`config.mk`:
```
export PLATFORM = sky130hd
export DESIGN_NAME = pomodoro_interval_timer
export DESIGN_NICKNAME = d
export VERILOG_FILES = /design/src/hw/rtl/pit_pkg.sv /design/src/hw/rtl/pit_ctrl.sv /design/src/hw/rtl/pit_dp.sv /design/src/hw/rtl/pomodoro_interval_timer.sv
export SDC_FILE = /design/constraint.sdc
export NUM_CORES = 1
export LEC_CHECK = 0
export BUFFER_PORTS_ARGS = -buffer_cell sky130_fd_sc_hd__buf_2
export CAP_MARGIN = 30
export CORE_UTILIZATION = 55
export DETAILED_ROUTE_END_ITERATION = 8
export PLACE_DENSITY = 0.73
export SYNTH_ARGS = -nofsm -noshare
export SYNTH_HDL_FRONTEND = slang
export SYNTH_SLANG_ARGS = --single-unit
```
`constraint.sdc`:
```
create_clock -name clk -period 5.4 [get_ports clk]
set_input_delay 0.54 -clock clk [delete_from_list [all_inputs] [get_ports clk]]
set_output_delay 0.54 -clock clk [all_outputs]
set_load 0.01 [all_outputs]
```
`src/hw/rtl/pit_pkg.sv`:
```
package pit_pkg;

  typedef struct packed {
    logic [1:0]        req_type;
    logic [15:0]       elapsed_ms;
    logic [1:0]        tilt;
    logic signed [7:0] rotary;
    logic              short_press;
    logic [39:0]       timestamp_us;
  } pit_in_t;

  typedef struct packed {
    logic [12:0] secs_remain;
    logic        work_phase;
    logic        running;
    logic [6:0]  work_min;
    logic [6:0]  break_min;
    logic        adjusting;
    logic [6:0]  adjust_value;
    logic [1:0]  button_index;
    logic        go_back;
    logic        phase_switched;
    logic [8:0]  dial_angle;
  } pit_out_t;

  typedef enum logic [2:0] {
    ST_IDLE,
    ST_MS_MUL,
    ST_MS_REM,
    ST_TICK,
    ST_USER,
    ST_ANG_LOAD,
    ST_DIV,
    ST_DONE
  } state_t;

  typedef struct packed {
    logic latch;
    logic ms_mul;
    logic ms_rem;
    logic tick;
    logic user;
    logic ang_load;
    logic div_step;
    logic load_out;
  } cmd_t;

  typedef struct packed {
    logic tick_zero;
    logic div_last;
  } sts_t;

  localparam logic [1:0] REQ_TIME = 2'd0;
  localparam logic [1:0] REQ_USER = 2'd1;
  localparam logic [1:0] REQ_PAGE = 2'd2;

  localparam logic [1:0] TILT_FRONT = 2'd1;
  localparam logic [1:0] TILT_BACK  = 2'd2;

  localparam logic [1:0] BTN_START = 2'd0;
  localparam logic [1:0] BTN_WORK  = 2'd1;
  localparam logic [1:0] BTN_BREAK = 2'd2;
  localparam logic [1:0] BTN_BACK  = 2'd3;

  localparam logic [19:0] COOLDOWN_RESET = 20'd300000;
  localparam logic [16:0] MS_PER_SEC     = 17'd1000;
  // floor(x * MS_RECIP >> MS_RECIP_SHIFT) == x / 1000 for all 17-bit sums used here
  localparam logic [16:0] MS_RECIP       = 17'd67109;
  localparam int          MS_RECIP_SHIFT = 26;
  localparam logic [8:0]  ANGLE_FULL     = 9'd360;
  localparam logic [6:0]  MIN_LEN        = 7'd1;
  localparam logic [6:0]  MAX_LEN        = 7'd99;
  localparam int          ANG_QW         = 9;

endpackage

```
`src/hw/rtl/pit_ctrl.sv`:
```
module pit_ctrl (
  input  logic          clk,
  input  logic          rst_n,
  input  logic          in_valid,
  output logic          in_ready,
  input  logic [1:0]    in_req,
  output logic          out_valid,
  input  logic          out_ready,
  input  pit_pkg::sts_t sts,
  output pit_pkg::cmd_t cmd
);

  pit_pkg::state_t state_r, state_nxt;
  logic            out_valid_r, out_valid_nxt;

  always_ff @(posedge clk) begin
    if (!rst_n) begin
      state_r     <= pit_pkg::ST_IDLE;
      out_valid_r <= 1'b0;
    end else begin
      state_r     <= state_nxt;
      out_valid_r <= out_valid_nxt;
    end
  end

  always_comb begin
    state_nxt = state_r;
    cmd       = '0;
    in_ready  = 1'b0;
    unique case (state_r)
      pit_pkg::ST_IDLE: begin
        in_ready = 1'b1;
        if (in_valid) begin
          cmd.latch = 1'b1;
          state_nxt = (in_req == pit_pkg::REQ_TIME) ? pit_pkg::ST_MS_MUL : pit_pkg::ST_USER;
        end
      end
      pit_pkg::ST_MS_MUL: begin
        cmd.ms_mul = 1'b1;
        state_nxt  = pit_pkg::ST_MS_REM;
      end
      pit_pkg::ST_MS_REM: begin
        cmd.ms_rem = 1'b1;
        state_nxt  = pit_pkg::ST_TICK;
      end
      pit_pkg::ST_TICK: begin
        if (sts.tick_zero) state_nxt = pit_pkg::ST_ANG_LOAD;
        else cmd.tick = 1'b1;
      end
      pit_pkg::ST_USER: begin
        cmd.user  = 1'b1;
        state_nxt = pit_pkg::ST_ANG_LOAD;
      end
      pit_pkg::ST_ANG_LOAD: begin
        cmd.ang_load = 1'b1;
        state_nxt    = pit_pkg::ST_DIV;
      end
      pit_pkg::ST_DIV: begin
        cmd.div_step = 1'b1;
        if (sts.div_last) state_nxt = pit_pkg::ST_DONE;
      end
      pit_pkg::ST_DONE: begin
        // hold until the output register is free
        if (!out_valid_r || out_ready) begin
          cmd.load_out = 1'b1;
          state_nxt    = pit_pkg::ST_IDLE;
        end
      end
      default: state_nxt = pit_pkg::ST_IDLE;
    endcase
    out_valid_nxt = (out_valid_r && !out_ready) || cmd.load_out;
  end

  assign out_valid = out_valid_r;

endmodule

```
`src/hw/rtl/pit_dp.sv`:
```
module pit_dp #(
  parameter int DEFAULT_WORK_MIN     = 25,
  parameter int DEFAULT_BREAK_MIN    = 5,
  parameter int MAX_SECONDS_PER_ITEM = 10
) (
  input  logic             clk,
  input  logic             rst_n,
  input  logic             cfg_we,
  input  logic [19:0]      cfg_wdata,
  input  pit_pkg::pit_in_t in_item,
  input  pit_pkg::cmd_t    cmd,
  output pit_pkg::sts_t    sts,
  output pit_pkg::pit_out_t out_item
);

  localparam int TW  = $clog2(MAX_SECONDS_PER_ITEM + 1);
  localparam int DCW = $clog2(pit_pkg::ANG_QW);
  localparam int DSW = 13 + pit_pkg::ANG_QW - 1;

  function automatic logic [12:0] min_to_sec(input logic [6:0] m);
    return ({6'b0, m} << 6) - ({6'b0, m} << 2);
  endfunction

  // state with reset
  logic [19:0]    cooldown_r,  cooldown_nxt;
  logic [6:0]     work_len_r,  work_len_nxt;
  logic [6:0]     break_len_r, break_len_nxt;
  logic           in_work_r,   in_work_nxt;
  logic [12:0]    secs_r,      secs_nxt;
  logic           running_r,   running_nxt;
  logic [9:0]     ms_acc_r,    ms_acc_nxt;
  logic [1:0]     pos_r,       pos_nxt;
  logic           adj_r,       adj_nxt;
  logic           adj_tgt_r,   adj_tgt_nxt;
  logic [6:0]     adj_min_r,   adj_min_nxt;
  logic [39:0]    last_mv_r,   last_mv_nxt;
  logic [TW-1:0]  tick_cnt_r,  tick_cnt_nxt;
  logic [DCW-1:0] dcnt_r,      dcnt_nxt;

  // working registers
  pit_pkg::pit_in_t  item_r,  item_nxt;
  pit_pkg::pit_out_t out_r,   out_nxt;
  logic [16:0]       total_r, total_nxt;
  logic [6:0]        q_r,     q_nxt;
  logic [21:0]       rem_r,   rem_nxt;
  logic [DSW-1:0]    dsh_r,   dsh_nxt;
  logic [pit_pkg::ANG_QW-1:0] quo_r, quo_nxt;
  logic              ang_ok_r, ang_ok_nxt;
  logic              back_r,  back_nxt;
  logic              sw_r,    sw_nxt;

  logic [33:0]       ms_prod;
  logic [16:0]       ms_left;
  logic signed [8:0] adj_sum;
  logic [6:0]        adj_clamp;
  logic [39:0]       mv_diff;
  logic              mv_ok;
  logic              mv_req;
  logic              mv_fwd;
  logic [12:0]       cur_total;
  logic [21:0]       dsh_ext;

  always_ff @(posedge clk) begin
    if (!rst_n) begin
      cooldown_r  <= pit_pkg::COOLDOWN_RESET;
      work_len_r  <= 7'(DEFAULT_WORK_MIN);
      break_len_r <= 7'(DEFAULT_BREAK_MIN);
      in_work_r   <= 1'b1;
      secs_r      <= 13'(DEFAULT_WORK_MIN * 60);
      running_r   <= 1'b0;
      ms_acc_r    <= '0;
      pos_r       <= pit_pkg::BTN_START;
      adj_r       <= 1'b0;
      adj_tgt_r   <= 1'b0;
      adj_min_r   <= pit_pkg::MIN_LEN;
      last_mv_r   <= '0;
      tick_cnt_r  <= '0;
      dcnt_r      <= '0;
    end else begin
      cooldown_r  <= cooldown_nxt;
      work_len_r  <= work_len_nxt;
      break_len_r <= break_len_nxt;
      in_work_r   <= in_work_nxt;
      secs_r      <= secs_nxt;
      running_r   <= running_nxt;
      ms_acc_r    <= ms_acc_nxt;
      pos_r       <= pos_nxt;
      adj_r       <= adj_nxt;
      adj_tgt_r   <= adj_tgt_nxt;
      adj_min_r   <= adj_min_nxt;
      last_mv_r   <= last_mv_nxt;
      tick_cnt_r  <= tick_cnt_nxt;
      dcnt_r      <= dcnt_nxt;
    end
  end

  always_ff @(posedge clk) begin
    item_r   <= item_nxt;
    out_r    <= out_nxt;
    total_r  <= total_nxt;
    q_r      <= q_nxt;
    rem_r    <= rem_nxt;
    dsh_r    <= dsh_nxt;
    quo_r    <= quo_nxt;
    ang_ok_r <= ang_ok_nxt;
    back_r   <= back_nxt;
    sw_r     <= sw_nxt;
  end

  assign cur_total = min_to_sec(in_work_r ? work_len_r : break_len_r);
  assign ms_prod   = 34'(total_r) * 34'(pit_pkg::MS_RECIP);
  assign ms_left   = total_r - 17'(q_r) * pit_pkg::MS_PER_SEC;
  assign adj_sum   = {2'b00, adj_min_r} + {item_r.rotary[7], item_r.rotary};
  assign mv_diff   = item_r.timestamp_us - last_mv_r;
  assign mv_ok     = mv_diff >= {20'b0, cooldown_r};
  assign dsh_ext   = {1'b0, dsh_r};

  always_comb begin
    if (adj_sum < 9'sd1) adj_clamp = pit_pkg::MIN_LEN;
    else if (adj_sum > 9'sd99) adj_clamp = pit_pkg::MAX_LEN;
    else adj_clamp = adj_sum[6:0];
  end

  always_comb begin
    cooldown_nxt  = cfg_we ? cfg_wdata : cooldown_r;
    work_len_nxt  = work_len_r;
    break_len_nxt = break_len_r;
    in_work_nxt   = in_work_r;
    secs_nxt      = secs_r;
    running_nxt   = running_r;
    ms_acc_nxt    = ms_acc_r;
    pos_nxt       = pos_r;
    adj_nxt       = adj_r;
    adj_tgt_nxt   = adj_tgt_r;
    adj_min_nxt   = adj_min_r;
    last_mv_nxt   = last_mv_r;
    tick_cnt_nxt  = tick_cnt_r;
    dcnt_nxt      = dcnt_r;
    item_nxt      = item_r;
    out_nxt       = out_r;
    total_nxt     = total_r;
    q_nxt         = q_r;
    rem_nxt       = rem_r;
    dsh_nxt       = dsh_r;
    quo_nxt       = quo_r;
    ang_ok_nxt    = ang_ok_r;
    back_nxt      = back_r;
    sw_nxt        = sw_r;
    mv_req        = 1'b0;
    mv_fwd        = 1'b0;

    if (cmd.latch) begin
      item_nxt  = in_item;
      total_nxt = {1'b0, in_item.elapsed_ms} + {7'b0, ms_acc_r};
      back_nxt  = 1'b0;
      sw_nxt    = 1'b0;
    end

    if (cmd.ms_mul) q_nxt = 7'(ms_prod >> pit_pkg::MS_RECIP_SHIFT);

    if (cmd.ms_rem) begin
      ms_acc_nxt   = ms_left[9:0];
      // drop whole seconds beyond the per-item limit
      tick_cnt_nxt = (q_r > 7'(MAX_SECONDS_PER_ITEM)) ? TW'(MAX_SECONDS_PER_ITEM) : TW'(q_r);
    end

    if (cmd.tick) begin
      tick_cnt_nxt = tick_cnt_r - 1'b1;
      if (running_r && secs_r != 13'd0) begin
        if (secs_r == 13'd1) begin
          in_work_nxt = ~in_work_r;
          secs_nxt    = min_to_sec(in_work_r ? break_len_r : work_len_r);
          sw_nxt      = 1'b1;
        end else begin
          secs_nxt = secs_r - 13'd1;
        end
      end
    end

    if (cmd.user) begin
      unique case (item_r.req_type)
        pit_pkg::REQ_USER: begin
          if (adj_r) begin
            if (item_r.short_press) begin
              if (!adj_tgt_r) work_len_nxt = adj_min_r;
              else break_len_nxt = adj_min_r;
              if (!running_r && (!adj_tgt_r == in_work_r)) secs_nxt = min_to_sec(adj_min_r);
              adj_nxt = 1'b0;
            end else if (item_r.rotary != 8'sd0) begin
              adj_min_nxt = adj_clamp;
            end
          end else if (item_r.short_press) begin
            if (pos_r == pit_pkg::BTN_BACK) begin
              back_nxt = 1'b1;
            end else begin
              if (pos_r == pit_pkg::BTN_START) begin
                if (running_r) begin
                  running_nxt = 1'b0;
                end else begin
                  if (secs_r == 13'd0) secs_nxt = cur_total;
                  running_nxt = 1'b1;
                end
              end else begin
                adj_nxt     = 1'b1;
                adj_tgt_nxt = (pos_r == pit_pkg::BTN_BREAK);
                adj_min_nxt = (pos_r == pit_pkg::BTN_WORK) ? work_len_r : break_len_r;
              end
              ms_acc_nxt = '0;
            end
          end else if (item_r.rotary != 8'sd0) begin
            mv_req = 1'b1;
            mv_fwd = !item_r.rotary[7];
          end else if (item_r.tilt == pit_pkg::TILT_FRONT || item_r.tilt == pit_pkg::TILT_BACK) begin
            mv_req = 1'b1;
            mv_fwd = (item_r.tilt == pit_pkg::TILT_FRONT);
          end
          if (mv_req && mv_ok) begin
            last_mv_nxt = item_r.timestamp_us;
            pos_nxt     = mv_fwd ? pos_r + 2'd1 : pos_r - 2'd1;
          end
        end
        pit_pkg::REQ_PAGE: begin
          pos_nxt     = pit_pkg::BTN_START;
          adj_nxt     = 1'b0;
          ms_acc_nxt  = '0;
          last_mv_nxt = '0;
        end
        default: ;
      endcase
    end

    if (cmd.ang_load) begin
      rem_nxt    = 22'(secs_r) * 22'(pit_pkg::ANGLE_FULL);
      dsh_nxt    = {cur_total, (pit_pkg::ANG_QW - 1)'(0)};
      quo_nxt    = '0;
      dcnt_nxt   = DCW'(pit_pkg::ANG_QW - 1);
      ang_ok_nxt = (cur_total != 13'd0) && (secs_r < cur_total);
    end

    // restoring divide, one quotient bit a cycle
    if (cmd.div_step) begin
      if (rem_r >= dsh_ext) begin
        rem_nxt = rem_r - dsh_ext;
        quo_nxt = {quo_r[pit_pkg::ANG_QW-2:0], 1'b1};
      end else begin
        quo_nxt = {quo_r[pit_pkg::ANG_QW-2:0], 1'b0};
      end
      dsh_nxt  = dsh_r >> 1;
      dcnt_nxt = dcnt_r - 1'b1;
    end

    if (cmd.load_out) begin
      out_nxt.secs_remain    = secs_r;
      out_nxt.work_phase     = in_work_r;
      out_nxt.running        = running_r;
      out_nxt.work_min       = work_len_r;
      out_nxt.break_min      = break_len_r;
      out_nxt.adjusting      = adj_r;
      out_nxt.adjust_value   = adj_r ? adj_min_r : 7'd0;
      out_nxt.button_index   = pos_r;
      out_nxt.go_back        = back_r;
      out_nxt.phase_switched = sw_r;
      out_nxt.dial_angle     = ang_ok_r ? pit_pkg::ANGLE_FULL - quo_r : 9'd0;
    end
  end

  assign sts.tick_zero = (tick_cnt_r == '0);
  assign sts.div_last  = (dcnt_r == '0);
  assign out_item      = out_r;

endmodule

```
`src/hw/rtl/pomodoro_interval_timer.sv`:
```
// Work/break countdown timer with a four-entry action carousel.
// Input channel in_valid/in_ready/in_item carries time items (elapsed ms)
// and user items (tilt, rotary, short press, page open). Every accepted
// item yields exactly one result on out_valid/out_ready/out_item: the
// timer state, carousel position, pulses and the progress angle.
// cfg_we/cfg_wdata write the carousel cooldown in microseconds; write it
// only while no item is in flight.
// Time items tick through their whole seconds, at most MAX_SECONDS_PER_ITEM
// of them, one per cycle; user items skip this step. The progress angle then
// comes from a 9-bit restoring divider. One item is in work at a time: a new
// item is taken only once the result of the last one has been loaded into
// the output register.
// The result sits in an output register: the next item is accepted while
// it waits, and that item's result is held until the receiver takes the
// previous one.
// Synchronous reset loads the default phase lengths, work phase, stopped
// timer, carousel at entry 0 and a cooldown of 300000 us.
module pomodoro_interval_timer #(
  parameter int DEFAULT_WORK_MIN     = 25,
  parameter int DEFAULT_BREAK_MIN    = 5,
  parameter int MAX_SECONDS_PER_ITEM = 10
) (
  input  logic              clk,
  input  logic              rst_n,
  input  logic              in_valid,
  output logic              in_ready,
  input  pit_pkg::pit_in_t  in_item,
  output logic              out_valid,
  input  logic              out_ready,
  output pit_pkg::pit_out_t out_item,
  input  logic              cfg_we,
  input  logic [19:0]       cfg_wdata
);

  pit_pkg::cmd_t cmd;
  pit_pkg::sts_t sts;

  pit_ctrl u_ctrl (
    .clk       (clk),
    .rst_n     (rst_n),
    .in_valid  (in_valid),
    .in_ready  (in_ready),
    .in_req    (in_item.req_type),
    .out_valid (out_valid),
    .out_ready (out_ready),
    .sts       (sts),
    .cmd       (cmd)
  );

  pit_dp #(
    .DEFAULT_WORK_MIN     (DEFAULT_WORK_MIN),
    .DEFAULT_BREAK_MIN    (DEFAULT_BREAK_MIN),
    .MAX_SECONDS_PER_ITEM (MAX_SECONDS_PER_ITEM)
  ) u_dp (
    .clk       (clk),
    .rst_n     (rst_n),
    .cfg_we    (cfg_we),
    .cfg_wdata (cfg_wdata),
    .in_item   (in_item),
    .cmd       (cmd),
    .sts       (sts),
    .out_item  (out_item)
  );

endmodule
```
==> reports/results.ini <==
[outcome]
status = finished clean

[synth]
synth.distinct_cells = 84
synth_xor_area_share_pct = 4.80
syn_avg_cell_area_sq_um = 9.41
ys_warn_count = 0
synth_compound_area_share_pct = 16.2
synthSimpleGateAreaFrac_pct = 12.2
synth_top_family_by_area = adder cells
ys_seq_elements = 304
synthAdderAreaFrac_pct = 23.8
muxShareOfSynthArea_pct = 2.48
synthArstFlopShare_pct = 0
synthFlopType = edfxtp_1
yosysTopAreaCellShare_pct = 20.7
synth.area.top_cells = edfxtp_1 (21%), ha_1 (18%), dfxtp_1 (13%), fa_1 (6.0%), inv_1 (5.5%)
synthesis.area_sq_um = 22800
synth_top_cell_by_area = edfxtp_1
synthCells = 2425
seq_area_frac_synth_pct = 33.6
synth_edf_count = 157
synth_nets = 2913

[drt]
wl_per_cell_um = 17.4
wl_met1_um = 25100
route.detailed.drc = 0
dr.max_layer_used = met4
wl_met3_um = 2330
route.met2.wl_um = 25600
totalWireLength_um = 54300
dr_total_vias = 17900
ant_nets = 0
dr.pass1.iters = 5
drtIter0Drc = 1223
vias_per_cell = 5.74

[die]
core_area_sq_um = 40800
rows = 74
start_util_pct = 55.9
ios = 146
die_y_um = 206
die_width_um = 206
dieArea_sq_um = 42300

[sta]
slew_headroom_pct = 34.8
fin_setup_tns_ps = 0
finalHoldViolCount = 0
period_needed_ps = 5120
skew_ps = 14.9
rsz0062_at_grt = no
setup_viol = 0
post-route-period-util_pct = 94.9
slew_violations = 0
max_freq_ghz = 0.195
worst_pin_slew_ps = 976

[global_route]
antenna_found_initial = 0
grt-ovfl-total = 0
grt_util_all_layers_pct = 25.6
grt_pass1_vias = 17400
grt_max_degree = 46
grt_pass1_wl_um = 87000

[clocking]
clock_sinks = 304
clk_path_buf_depth = 3
cts_tree = yes
clock_latency_ps = 540
htree_levels = 2
cts_root_buf = clkbuf_16
clk_pin_slew_ps = 60
cts_inserted_buffers = 35

[critical_path]
start_kind = register
path_cells = ha_1 > ha_1 > inv_1 > fa_1 > inv_1 > ha_1 > inv_1 > fa_1 > inv_1 > fa_1 > ha_1 > a2111o_1 > a2111oi_0 > nor3_1 > a31oi_1 > and2_1 > o21bai_1 > xor2_1
crit_fanout = 6
worst_ep_required_time_ps = 5670
endpoint_kind = register
crit_path_top_delay_cell = fa_1
crit_type = reg -> reg
reg2reg_from = u_dp.total_r[3]
r2r_slack_ps = 280
r2r_end = u_dp.q_r[3]
reg2regPathDepth = 18
worstPathArrival_ps = 5390
crit_path_max_incr_delay_ps = 540

[finish]
final_common_cell = inv_1
final_layout_size_suffix_gt1_share_pct = 9.92
area_delta_synth_final_pct = 10.5
layout_common_cells = inv_1 (332), ha_1 (326), nor2_1 (162)
nets = 3054
fin_util_pct = 61.8

[power_and_ir_drop]
pwr-share-clk_pct = 15.8
p_per_area_nw_per_um2 = 574
seq_power_share_pct = 22.3
p_sw_share_pct = 44.3
leakagePower_nw = 11.4
ir_drop_mv = 0.548
combinationalPowerShare_pct = 61.9
p_sw_w = 0.00640
intPower_w = 0.00806

[hold_path]
hold_path_end = u_dp.item_r[42]
min-delay-start = in_item[42]
min_path_type = in -> reg
min_path_cells = 1

[placement]
place.gp.congestion = 0.911
post-dp-hpwl_um = 42000
io_buffers = 145

[run]
maxCapViolCount = 0

final cells by class:
class	instances	area, sq um
Antenna cell	1	2.50
Clock buffer	51	998
Clock inverter	12	93.8
Fill cell	3459	15600
Inverter	336	1260
Multi-Input combinational cell	1718	13600
Sequential cell	304	7660
Tap cell	532	666
Timing Repair Buffer	171	921
how the worst max path moves through the flow:
stage,endpoint,from
final,u_dp.q_r[3],u_dp.total_r[3]
after global routing,u_dp.pos_r[0],u_dp.item_r[0]
after CTS,u_dp.pos_r[0],u_dp.item_r[9]
after detailed placement,u_dp.pos_r[0],u_dp.item_r[9]
after global placement,u_dp.pos_r[0],u_dp.item_r[9]
after floorplan,u_dp.q_r[3],u_dp.total_r[4]
critical path, delay by kind of cell, from the launching register on:
kind | cells | cell delay (ps)
DFF | 1 | 490
and+or+nand+nor | 2 | 340
buffers and inverters | 4 | 200
adders and majority gates | 7 | 2590
AOI/OAI and AO/OA | 4 | 1100
xor gates and xnor gates | 1 | 140
state kept, by name, summed over array words and instances (netlist names), 9 cells and up:
name / flops
u_dp.cooldown_r: 20
u_dp.dsh_r: 21
u_dp.ms_acc_r: 10
u_dp.last_mv_r: 40
u_dp.secs_r: 13
u_dp.quo_r: 9
u_dp.item_r: 53
u_dp.total_r: 17
u_dp.rem_r: 22
u_dp.out_item: 50
power groups by stage:
stage                     registers (W)  clock network [W]  logic [W]
final                           0.00323            0.00229    0.00895
after global routing            0.00327            0.00242     0.0103
after CTS                       0.00323            0.00233    0.00894
after detailed placement        0.00327                  0    0.00886
after global placement          0.00326                  0    0.00846
after floorplan                 0.00316                  0    0.00680
per-layer routing:
| metal | global-route usage [%] | up-vias |
|---|---|---|
| met1 | 34.7 | 8576 |
| met2 | 42.9 | 468 |
| met5 | 0 | - |
| li1 | - | 8816 |
| met4 | 7.25 | 0 |
| met3 | 3.09 | 84 |
synth_stat cells, types with 9 or more instances:
cell type  count
clkbuf_1      47
nand3_1       43
and3_1        23
a21o_1        46
nor3_1        40
a21boi_0       9
xnor2_1       74
o21bai_1      12
nor2b_1       27
o21ai_0      128
inv_1        333
ha_1         326
o211ai_1      19
nor4_1        12
or3_1         13
and2_1        16
mux2i_1       51
o31ai_1        9
edfxtp_1     157
o22ai_1       10
a31oi_1       20
a22oi_1       17
dfxtp_1      147
nand4_1       25
xor2_1        51
o21a_1        18
nor2_1       162
a22o_1        43
nand2_1      157
nand2b_1      22
fa_1          68
a211oi_1      11
a21oi_1      157
per-stage QoR:
step / setup slack, ps / power, W / hold slack (ps) / cell area [sq um] / std cells
2_1_floorplan: 505 / 0.00996 / 406 / 22800 / 2425
3_3_place_gp: 291 / 0.0117 / 412 / 24000 / 3054
3_5_place_dp: 166 / 0.0121 / 428 / 24000 / 3055
4_1_cts: 122 / 0.0145 / 160 / 25100 / 3118
5_1_grt: 1.13 / 0.0159 / 164 / 25200 / 3124
6_report: 277 / 0.0145 / 180 / 25200 / 3125
cells by family after synthesis:
logic type | count (synthesis)
flip-flops | 304
AO/OA/AOI/OAI | 565
buffers and inverters | 404
XOR/XNOR | 125
multiplexers | 56
adder cells (fa/ha/maj) | 394
AND/OR/NAND/NOR | 577
what timing repair did:
item / CTS / global route
endpoints found under the setup margin: 0 / 44
hold buffers: 0 / 0
gates resized for setup: 0 / 4
setup buffers: 0 / 5
(Power assumes the default switching activity.)
